<file path="src/hw/rtl/snfcs_pkg.sv">
// Shared types, codes and word builders for the SPI NOR flash command sequencer.
`default_nettype none

package snfcs_pkg;

    localparam int unsigned MaxWords = 3;

    typedef enum logic [2:0] {
        CMD_READ_ID      = 3'd0,
        CMD_ERASE_SECTOR = 3'd1,
        CMD_PAGE_WRITE   = 3'd2,
        CMD_READ         = 3'd3,
        CMD_APPEND       = 3'd4,
        CMD_WRITE_DATA   = 3'd5,
        CMD_SPI_RECEIVED = 3'd6
    } t_command;

    typedef enum logic [2:0] {
        ACT_SEND_BYTE    = 3'd0,
        ACT_RAISE_SELECT = 3'd1,
        ACT_READ_DATA    = 3'd2,
        ACT_ID_RESULT    = 3'd3,
        ACT_DONE         = 3'd4,
        ACT_WANT_DATA    = 3'd5
    } t_action;

    typedef enum logic [0:0] {
        CFG_RECORD_LENGTH   = 1'b0,
        CFG_PAGE_FILL_LIMIT = 1'b1
    } t_cfg_index;

    localparam logic [7:0] OPC_READ_ID    = 8'h9F;
    localparam logic [7:0] OPC_WREN       = 8'h06;
    localparam logic [7:0] OPC_WRDI       = 8'h04;
    localparam logic [7:0] OPC_READ_SR    = 8'h05;
    localparam logic [7:0] OPC_ERASE      = 8'h20;
    localparam logic [7:0] OPC_PROGRAM    = 8'h02;
    localparam logic [7:0] OPC_READ       = 8'h03;
    localparam logic [7:0] DUMMY_BYTE     = 8'hFF;

    localparam logic [8:0] RecordLengthReset  = 9'd50;
    localparam logic [8:0] PageFillLimitReset = 9'd250;

    typedef struct packed {
        logic [2:0]  command;
        logic [7:0]  block;
        logic [3:0]  sector;
        logic [3:0]  page;
        logic [7:0]  offset;
        logic [15:0] length;
        logic [7:0]  byte_value;
    } t_in_word;

    typedef struct packed {
        logic [2:0]  action;
        logic [7:0]  tx_byte;
        logic [7:0]  read_byte;
        logic [7:0]  manufacturer;
        logic [15:0] device;
        logic        last;
    } t_out_word;

    typedef struct packed {
        t_out_word [MaxWords-1:0] words;
        logic [1:0]               count;
    } t_batch;

    function automatic t_out_word mk_word(input t_action act, input logic [7:0] tx,
                                          input logic [7:0] rd, input logic [7:0] mfr,
                                          input logic [15:0] dev);
        t_out_word w;
        w.action       = act;
        w.tx_byte      = tx;
        w.read_byte    = rd;
        w.manufacturer = mfr;
        w.device       = dev;
        w.last         = 1'b0;
        return w;
    endfunction

    function automatic t_out_word mk_send(input logic [7:0] tx);
        return mk_word(ACT_SEND_BYTE, tx, 8'h00, 8'h00, 16'h0000);
    endfunction

    function automatic t_out_word mk_plain(input t_action act);
        return mk_word(act, 8'h00, 8'h00, 8'h00, 16'h0000);
    endfunction

endpackage

`default_nettype wire

</file>
<file path="src/hw/rtl/snfcs_core.sv">
// Sequencer state, configuration registers and per-word decision logic.
`default_nettype none

module snfcs_core (
    input  wire logic                 i_clk,
    input  wire logic                 i_rst_n,
    input  wire logic                 i_go,
    input  wire snfcs_pkg::t_in_word  i_word,
    input  wire logic                 i_cfg_valid,
    input  wire logic                 i_cfg_index,
    input  wire logic [8:0]           i_cfg_data,
    output snfcs_pkg::t_batch         o_batch
);
    import snfcs_pkg::*;

    typedef enum logic [4:0] {
        PH_IDLE     = 5'd0,
        PH_ID_CMD   = 5'd1,
        PH_ID_MFR   = 5'd2,
        PH_ID_D1    = 5'd3,
        PH_ID_D2    = 5'd4,
        PH_POLL_CMD = 5'd5,
        PH_POLL_ST  = 5'd6,
        PH_WREN     = 5'd7,
        PH_OPC      = 5'd8,
        PH_ADR2     = 5'd9,
        PH_ADR1     = 5'd10,
        PH_ADR0     = 5'd11,
        PH_WANT     = 5'd12,
        PH_DATA     = 5'd13,
        PH_RD       = 5'd14,
        PH_WRDI     = 5'd15
    } t_phase;

    typedef enum logic [1:0] {
        OP_NONE  = 2'd0,
        OP_ERASE = 2'd1,
        OP_WRITE = 2'd2,
        OP_READ  = 2'd3
    } t_op;

    t_phase      r_phase, n_phase;
    t_op         r_op, n_op;
    logic [15:0] r_bytes_left, n_bytes_left;
    logic [23:0] r_addr, n_addr;
    logic [23:0] r_wptr, n_wptr;
    logic [7:0]  r_id_first, n_id_first;
    logic [7:0]  r_id_high, n_id_high;
    logic [8:0]  r_rec_len;
    logic [8:0]  r_fill_lim;

    t_out_word   w0, w1, w2;
    logic [1:0]  cnt;
    logic [23:0] in_addr;
    logic [23:0] dest;
    logic [15:0] ab;
    logic [7:0]  rx;

    assign in_addr = {i_word.block, i_word.sector, i_word.page, i_word.offset};
    assign rx      = i_word.byte_value;

    always_comb begin
        n_phase      = r_phase;
        n_op         = r_op;
        n_bytes_left = r_bytes_left;
        n_addr       = r_addr;
        n_wptr       = r_wptr;
        n_id_first   = r_id_first;
        n_id_high    = r_id_high;
        w0           = mk_plain(ACT_SEND_BYTE);
        w1           = mk_plain(ACT_SEND_BYTE);
        w2           = mk_plain(ACT_SEND_BYTE);
        cnt          = 2'd0;
        dest         = r_wptr;
        ab           = r_bytes_left;

        if ({1'b0, r_wptr[7:0]} >= r_fill_lim) begin
            dest = {r_wptr[23:8] + 16'd1, 8'h00};
        end

        case (i_word.command)
            CMD_READ_ID, CMD_ERASE_SECTOR, CMD_PAGE_WRITE, CMD_READ, CMD_APPEND: begin
                if (r_phase == PH_IDLE) begin
                    cnt     = 2'd1;
                    n_phase = PH_POLL_CMD;
                    w0      = mk_send(OPC_READ_SR);
                    unique case (i_word.command)
                        CMD_READ_ID: begin
                            w0      = mk_send(OPC_READ_ID);
                            n_phase = PH_ID_CMD;
                        end
                        CMD_ERASE_SECTOR: begin
                            n_op         = OP_ERASE;
                            n_addr       = {in_addr[23:12], 12'h000};
                            n_bytes_left = 16'd0;
                        end
                        CMD_PAGE_WRITE: begin
                            n_op         = OP_WRITE;
                            n_addr       = in_addr;
                            n_bytes_left = i_word.length;
                        end
                        CMD_READ: begin
                            n_op         = OP_READ;
                            n_addr       = in_addr;
                            n_bytes_left = i_word.length;
                        end
                        default: begin
                            n_op         = OP_WRITE;
                            n_addr       = dest;
                            n_bytes_left = {7'd0, r_rec_len};
                            n_wptr       = dest + {15'd0, r_rec_len};
                        end
                    endcase
                end
            end
            CMD_WRITE_DATA: begin
                if (r_phase == PH_WANT) begin
                    cnt     = 2'd1;
                    w0      = mk_send(rx);
                    n_phase = PH_DATA;
                end
            end
            CMD_SPI_RECEIVED: begin
                unique case (r_phase)
                    PH_ID_CMD: begin
                        cnt = 2'd1; w0 = mk_send(OPC_READ_ID); n_phase = PH_ID_MFR;
                    end
                    PH_ID_MFR: begin
                        n_id_first = rx;
                        cnt = 2'd1; w0 = mk_send(DUMMY_BYTE); n_phase = PH_ID_D1;
                    end
                    PH_ID_D1: begin
                        n_id_high = rx;
                        cnt = 2'd1; w0 = mk_send(DUMMY_BYTE); n_phase = PH_ID_D2;
                    end
                    PH_ID_D2: begin
                        cnt     = 2'd3;
                        w0      = mk_plain(ACT_RAISE_SELECT);
                        w1      = mk_word(ACT_ID_RESULT, 8'h00, 8'h00, r_id_first,
                                          {r_id_high, rx});
                        w2      = mk_plain(ACT_DONE);
                        n_phase = PH_IDLE;
                    end
                    PH_POLL_CMD: begin
                        cnt = 2'd1; w0 = mk_send(DUMMY_BYTE); n_phase = PH_POLL_ST;
                    end
                    PH_POLL_ST: begin
                        if (rx[0]) begin
                            cnt = 2'd1; w0 = mk_send(DUMMY_BYTE);
                        end else begin
                            cnt = 2'd2;
                            w0  = mk_plain(ACT_RAISE_SELECT);
                            if (r_op == OP_READ) begin
                                w1 = mk_send(OPC_READ); n_phase = PH_OPC;
                            end else begin
                                w1 = mk_send(OPC_WREN); n_phase = PH_WREN;
                            end
                        end
                    end
                    PH_WREN: begin
                        cnt     = 2'd2;
                        w0      = mk_plain(ACT_RAISE_SELECT);
                        w1      = mk_send((r_op == OP_ERASE) ? OPC_ERASE : OPC_PROGRAM);
                        n_phase = PH_OPC;
                    end
                    PH_OPC: begin
                        cnt = 2'd1; w0 = mk_send(r_addr[23:16]); n_phase = PH_ADR2;
                    end
                    PH_ADR2: begin
                        cnt = 2'd1; w0 = mk_send(r_addr[15:8]); n_phase = PH_ADR1;
                    end
                    PH_ADR1: begin
                        cnt = 2'd1; w0 = mk_send(r_addr[7:0]); n_phase = PH_ADR0;
                    end
                    PH_ADR0, PH_DATA: begin
                        if (r_phase == PH_DATA) begin
                            ab           = r_bytes_left - 16'd1;
                            n_bytes_left = ab;
                        end
                        if (r_op == OP_ERASE || (r_op == OP_WRITE && ab == 16'd0)) begin
                            cnt     = 2'd2;
                            w0      = mk_plain(ACT_RAISE_SELECT);
                            w1      = mk_send(OPC_WRDI);
                            n_phase = PH_WRDI;
                        end else if (r_op == OP_WRITE) begin
                            cnt     = 2'd1;
                            w0      = mk_plain(ACT_WANT_DATA);
                            n_phase = PH_WANT;
                        end else if (ab != 16'd0) begin
                            cnt     = 2'd1;
                            w0      = mk_send(DUMMY_BYTE);
                            n_phase = PH_RD;
                        end else begin
                            cnt     = 2'd2;
                            w0      = mk_plain(ACT_RAISE_SELECT);
                            w1      = mk_plain(ACT_DONE);
                            n_phase = PH_IDLE;
                        end
                    end
                    PH_RD: begin
                        ab           = r_bytes_left - 16'd1;
                        n_bytes_left = ab;
                        w0           = mk_word(ACT_READ_DATA, 8'h00, rx, 8'h00, 16'h0000);
                        if (ab != 16'd0) begin
                            cnt = 2'd2;
                            w1  = mk_send(DUMMY_BYTE);
                        end else begin
                            cnt     = 2'd3;
                            w1      = mk_plain(ACT_RAISE_SELECT);
                            w2      = mk_plain(ACT_DONE);
                            n_phase = PH_IDLE;
                        end
                    end
                    PH_WRDI: begin
                        cnt     = 2'd2;
                        w0      = mk_plain(ACT_RAISE_SELECT);
                        w1      = mk_plain(ACT_DONE);
                        n_phase = PH_IDLE;
                    end
                    default: begin
                        cnt = 2'd0;
                    end
                endcase
            end
            default: begin
                cnt = 2'd0;
            end
        endcase

        case (cnt)
            2'd1:    w0.last = 1'b1;
            2'd2:    w1.last = 1'b1;
            2'd3:    w2.last = 1'b1;
            default: w0.last = 1'b0;
        endcase

        o_batch.words = {w2, w1, w0};
        o_batch.count = cnt;
    end

    always_ff @(posedge i_clk) begin
        if (!i_rst_n) begin
            r_phase      <= PH_IDLE;
            r_op         <= OP_NONE;
            r_bytes_left <= '0;
            r_addr       <= '0;
            r_wptr       <= '0;
            r_id_first   <= '0;
            r_id_high    <= '0;
            r_rec_len    <= RecordLengthReset;
            r_fill_lim   <= PageFillLimitReset;
        end else begin
            if (i_go) begin
                r_phase      <= n_phase;
                r_op         <= n_op;
                r_bytes_left <= n_bytes_left;
                r_addr       <= n_addr;
                r_wptr       <= n_wptr;
                r_id_first   <= n_id_first;
                r_id_high    <= n_id_high;
            end
            if (i_cfg_valid) begin
                unique case (i_cfg_index)
                    CFG_RECORD_LENGTH:   r_rec_len  <= i_cfg_data;
                    CFG_PAGE_FILL_LIMIT: r_fill_lim <= i_cfg_data;
                    default:             r_rec_len  <= r_rec_len;
                endcase
            end
        end
    end

endmodule

`default_nettype wire

</file>
<file path="src/hw/rtl/snfcs_outq.sv">
// Result buffer: holds the words of one decision and hands them out one per cycle while the receiver is ready.
`default_nettype none

module snfcs_outq (
    input  wire logic                 i_clk,
    input  wire logic                 i_rst_n,
    input  wire logic                 i_load,
    input  wire snfcs_pkg::t_batch    i_batch,
    output logic                      o_free,
    output logic                      o_valid,
    input  wire logic                 i_ready,
    output snfcs_pkg::t_out_word      o_data
);
    import snfcs_pkg::*;

    t_out_word  r_buf [MaxWords];
    logic [1:0] r_cnt;
    logic [1:0] r_idx;
    logic       take;

    assign o_valid = (r_cnt != 2'd0);
    assign o_data  = r_buf[r_idx];
    assign take    = o_valid && i_ready;
    assign o_free  = (r_cnt == 2'd0) || (r_cnt == 2'd1 && take);

    always_ff @(posedge i_clk) begin
        if (!i_rst_n) begin
            r_cnt <= 2'd0;
            r_idx <= 2'd0;
        end else if (i_load) begin
            r_cnt <= i_batch.count;
            r_idx <= 2'd0;
        end else if (take) begin
            r_cnt <= r_cnt - 2'd1;
            r_idx <= r_idx + 2'd1;
        end
    end

    always_ff @(posedge i_clk) begin
        if (i_load) begin
            for (int k = 0; k < MaxWords; k++) begin
                r_buf[k] <= i_batch.words[k];
            end
        end
    end

endmodule

`default_nettype wire

</file>
<file path="src/hw/rtl/spi_nor_flash_command_sequencer_top.sv">
// Top level of the SPI NOR flash command sequencer: input register, sequencer, result buffer.
//
//   channel  direction  handshake                       word
//   in       to block   i_in_valid / o_in_ready         i_in_data  (t_in_word)
//   out      from block o_out_valid / i_out_ready       o_out_data (t_out_word)
//   cfg      to block   i_cfg_valid / o_cfg_ready       i_cfg_index, i_cfg_data
//
// An accepted word waits in the input register until the result buffer is free; it is then
// decided in a single pass through the sequencer logic and yields zero to three result words.
// Result words leave one per cycle while the output is ready; the result buffer takes a
// new decision in the same cycle that its last word is taken, or at once when it is empty.
// Reset is synchronous and active low; it clears the sequencer to idle and loads the
// register defaults (record length 50, page fill limit 250).
// A stalled output holds the buffer; one further input word waits in the input register.
`default_nettype none

module spi_nor_flash_command_sequencer_top (
    input  wire logic                 i_clk,
    input  wire logic                 i_rst_n,
    input  wire logic                 i_in_valid,
    output logic                      o_in_ready,
    input  wire snfcs_pkg::t_in_word  i_in_data,
    output logic                      o_out_valid,
    input  wire logic                 i_out_ready,
    output snfcs_pkg::t_out_word      o_out_data,
    input  wire logic                 i_cfg_valid,
    output logic                      o_cfg_ready,
    input  wire logic                 i_cfg_index,
    input  wire logic [8:0]           i_cfg_data
);
    import snfcs_pkg::*;

    logic     r_in_valid;
    t_in_word r_in;
    logic     q_free;
    logic     go;
    t_batch   batch;

    assign go          = r_in_valid && q_free;
    assign o_in_ready  = !r_in_valid || go;
    assign o_cfg_ready = 1'b1;

    always_ff @(posedge i_clk) begin
        if (!i_rst_n) begin
            r_in_valid <= 1'b0;
        end else if (i_in_valid && o_in_ready) begin
            r_in_valid <= 1'b1;
        end else if (go) begin
            r_in_valid <= 1'b0;
        end
    end

    always_ff @(posedge i_clk) begin
        if (i_in_valid && o_in_ready) begin
            r_in <= i_in_data;
        end
    end

    snfcs_core u_core (
        .i_clk       (i_clk),
        .i_rst_n     (i_rst_n),
        .i_go        (go),
        .i_word      (r_in),
        .i_cfg_valid (i_cfg_valid),
        .i_cfg_index (i_cfg_index),
        .i_cfg_data  (i_cfg_data),
        .o_batch     (batch)
    );

    snfcs_outq u_outq (
        .i_clk   (i_clk),
        .i_rst_n (i_rst_n),
        .i_load  (go),
        .i_batch (batch),
        .o_free  (q_free),
        .o_valid (o_out_valid),
        .i_ready (i_out_ready),
        .o_data  (o_out_data)
    );

    a_last_drains: assert property (@(posedge i_clk) disable iff (!i_rst_n)
        o_out_valid && i_out_ready && o_out_data.last |=> !o_out_valid || $past(go))
        else $error("result words left after the final word");

    a_more_follows: assert property (@(posedge i_clk) disable iff (!i_rst_n)
        o_out_valid && !o_out_data.last |=> o_out_valid)
        else $error("non-final word not followed by another");

    a_batch_last: assert property (@(posedge i_clk) disable iff (!i_rst_n)
        go && batch.count == 2'd3 |-> batch.words[2].last && !batch.words[0].last)
        else $error("final mark misplaced in a full batch");

endmodule

`default_nettype wire

</file>
<file path="config.mk">
export PLATFORM = sky130hd
export DESIGN_NAME = spi_nor_flash_command_sequencer_top
export DESIGN_NICKNAME = d
export VERILOG_FILES = /design/src/hw/rtl/snfcs_pkg.sv /design/src/hw/rtl/snfcs_core.sv /design/src/hw/rtl/snfcs_outq.sv /design/src/hw/rtl/spi_nor_flash_command_sequencer_top.sv
export SDC_FILE = /design/constraint.sdc
export NUM_CORES = 1
export LEC_CHECK = 0
export ABC_AREA = 1
export BUFFER_PORTS_ARGS = -buffer_cell sky130_fd_sc_hd__buf_2
export CORE_AREA = 3 3 144 146
export CTS_BUF_LIST = sky130_fd_sc_hd__clkbuf_4 sky130_fd_sc_hd__clkbuf_8 sky130_fd_sc_hd__clkbuf_16
export CTS_CLUSTER_SIZE = 8
export DETAILED_ROUTE_END_ITERATION = 16
export DIE_AREA = 0 0 147 149
export PLACE_DENSITY = 0.9
export SLEW_MARGIN = 5
export SYNTH_ARGS = -nofsm -noshare
export SYNTH_HDL_FRONTEND = slang
export SYNTH_SLANG_ARGS = --single-unit
</file>
<file path="constraint.sdc">
create_clock -name i_clk -period 5.1 [get_ports i_clk]
set_input_delay 0 -clock i_clk [delete_from_list [all_inputs] [get_ports i_clk]]
set_output_delay 0 -clock i_clk [all_outputs]
set_load 0.01 [all_outputs]
</file>
==> summary.txt <==
initial antenna violation count - 0
final setup TNS - 0 ps
Layout Area Growth over Synthesis - 20.3%
I/O Pins - 113
Post-synth EDFFs - 106
# resized after CTS - 0
gr ovfl total - 0
Num CTS Buffers - 31
# DRC - 0
gr busiest metal - met2
critical path peak fanout - 31
final setup margin - 1130 ps
initial core utilization - 59.5%
final instance area - 14000 um^2
met2 usage - 52.0%
DIE WIDTH - 147 um
commonest non-fill, non-tap cell in the layout - nand2_1
CP arrival - 4430 ps
ANT nets after route - 0
Pleak - 6.10 nW
number of synthesized register bits - 217
Hold Worst Slack - 43.0 ps
synthesized area - 11600 um^2
RSZ-0062 raised after global routing - no
Final min period - 3970 ps
hold path cells - 3
vias in the first global route - 10700
GRT Total Usage - 30.2%
H-tree Lvls - 1
sequential area share after synthesis - 46.6%
final slew viol count - 0
R2R setup slack - 1130 ps
Clk Latency, worst-skew pair - 560 ps
Max Clk Rate - 252 MHz
final hold vios - 0
Vias - 11200
area of the multi-input gates - 5270 um^2
skew final - 12.3 ps
CP startpoint kind - flip-flop
first-pass GRT wire length - 53700 um
Post-DP Area - 12300 um^2
ANT cells - 0
fillers - 1405
fin crit share - 77.8%
Top FF cell, synth - dfxtp_1
CTS max path bufs - 3
CTS clk-pin slew, worst paths - 60 ps
most frequent cells in the layout - 343 x nand2_1, 177 x nor2_1, 163 x inv_1
hold crit path type - in2reg
vias per inst - 5.71
placer congestion estimate - 1.02
cells on worst reg2reg path - 23
MaxCap Viol Count - 0
Mapped Cells - 1511
PortBufs - 111
syn_nets - 1600
fraction of layout cells with a size suffix above 1 - 13.7%
Register Area - 5410 um^2
DR WL/cell - 17.2 um
number of distinct library cells after synthesis - 52
PwrDens - 383 nW/um^2
IR drop worst, VDD - 0.321 mV
Ys Warns - 0
met3 Use GR - 4.50%
async set-reset flop share out of synthesis - 0%
Layout Nets - 1761
Worst Tran Pin Value - 1090 ps
site row count - 51
root buf cell - clkbuf_16
Slew HR - 26.7%
pin count of the biggest net entering global routing - 60
status - completed
CTS tree - done
Die Y - 149 um
CP Capture Type - flip-flop
Power, Total - 5.35 mW
Worst EP required - 5560 ps
placed wire-length estimate - 21400 um
drt pass-1 iters - 6
final setup fails - 0
clk sinks - 217
Post-Syn Area per Cell - 7.68 um^2
met1 global-route usage - 37.8%
Final Routed Wirelength - 33600 um
Core ar. - 19500 um^2
Post-Place Setup Slack - 1330 ps
1st-iter DRT viols - 1097
die area - 21900 um^2
critical path type - reg2reg
-- kinds of logic (layout without fill, tap and decap cells) --
logic type | after synthesis | count (layout) | share of synthesized area [%]
AO/OA/AOI/OAI | 307 | 307 | 15.1
AND/OR/NAND/NOR | 699 | 699 | 25.7
adder cells (fa/ha/maj) | 23 | 23 | 2.54
flip-flops | 217 | 217 | 46.6
other | 1 | 1 | 0.0323
XOR/XNOR | 25 | 25 | 1.89
buffers and inverters | 239 | 423 | 8.18
-- per-stage QoR --
step	util (%)	cells
after floorplan	-	1511
after global placement	62.9	1833
after detailed placement	62.9	1833
after CTS	71.6	1960
after global routing	71.6	1960
final	71.6	1960
-- state kept, by name, indices dropped and copies added, names as in the netlist, named ones only --
signal / cells
u_core.r_id_high: 8
u_core.r_wptr: 24
u_core.r_bytes_left: 16
u_core.r_rec_len: 9
u_outq.r_idx: 2
r_in: 51
u_core.r_fill_lim: 9
r_in_valid: 1
u_core.r_op: 2
u_core.r_addr: 24
u_outq.r_cnt: 2
u_core.r_id_first: 8
u_outq.r_buf: 55
u_core.r_phase: 4
-- synthesized netlist by cell type, types with 2 or more instances --
cell	n	area [um^2]
ha_1	22	275
nor3b_1	3	22.5
buf_1	6	22.5
o21ai_1	19	95.1
inv_2	11	41.3
nand2_1	343	1290
and2_1	3	18.8
nor4_1	2	12.5
nand2_2	11	68.8
nor3_1	23	115
edfxtp_1	106	3180
xor2_1	19	166
buf_4	4	30.0
buf_2	11	55.1
o21a_1	3	22.5
nand3_1	95	475
o211ai_1	17	128
a311o_2	3	33.8
a221oi_1	20	175
nand4_1	12	75.1
a21oi_1	134	671
xnor2_1	6	52.6
dfxtp_1	111	2220
nor2_4	4	45.0
o22ai_1	4	25.0
inv_1	164	616
a31oi_1	3	18.8
a22oi_1	3	22.5
nor2_2	15	93.8
a211oi_1	4	30.0
o21ai_0	87	435
clkinv_1	2	7.51
o2111ai_1	2	17.5
clkbuf_1	37	139
buf_6	3	33.8
a21oi_2	2	17.5
nor2_1	179	672
nand3_2	4	40.0
-- worst paths after layout --
kind / startpoint / end
hold reg to reg: u_core.r_id_high[7] / u_core.r_id_high[7]
setup / recovery: u_core.r_fill_lim[6] / u_core.r_wptr[22]
setup reg to reg: u_core.r_fill_lim[6] / u_core.r_wptr[22]
hold / removal: i_rst_n / u_core.r_rec_len[4]
-- per-layer routing --
layer / vias to the layer above / routed length (um)
met5: - / 0
met4: 0 / 1670
met3: 141 / 2800
met2: 620 / 16100
met1: 5064 / 13100
li1: 5373 / -
-- final cells by class --
cell class | instances | share of cell area [%]
flip-flops and latches | 217 | 38.7
multi-input cells | 1055 | 37.7
repair buffers | 190 | 9.49
clock buffers | 54 | 6.83
inverters | 177 | 4.76
well taps | 265 | 2.37
clock inverters | 2 | 0.179
-- what timing repair did --
item / CTS / global route
endpoints found under the hold margin: 75 / 0
hold buffers: 71 / 0
setup buffers: 0 / 0
endpoints found under the setup margin: 0 / 0
-- where the power goes --
| part | switching (mW) | total [mW] | leakage [nW] | internal, mW |
|---|---|---|---|---|
| combinational | 0.794 | 1.19 | 3.67 | 0.400 |
| sequential | 0.112 | 2.13 | 1.93 | 2.02 |
| clock | 0.761 | 2.02 | 0.504 | 1.26 |
-- critical path: stages, from the launching register on --
cell	delay, ps
dfxtp_1	370
inv_1	80
ha_1	330
nand2_1	100
nor2_1	60
nand3_1	190
nand4_2	130
buf_4	250
nor2_1	160
ha_1	210
inv_1	80
fa_1	400
o21ai_0	350
nand4_1	150
nand2_1	120
a21oi_1	80
nor2_2	150
nand3_2	160
nor2_2	180
nand2_1	70
nand2_1	60
nand3_1	60
nand2_1	80
inv_1	40
(Power assumes the default switching activity.)
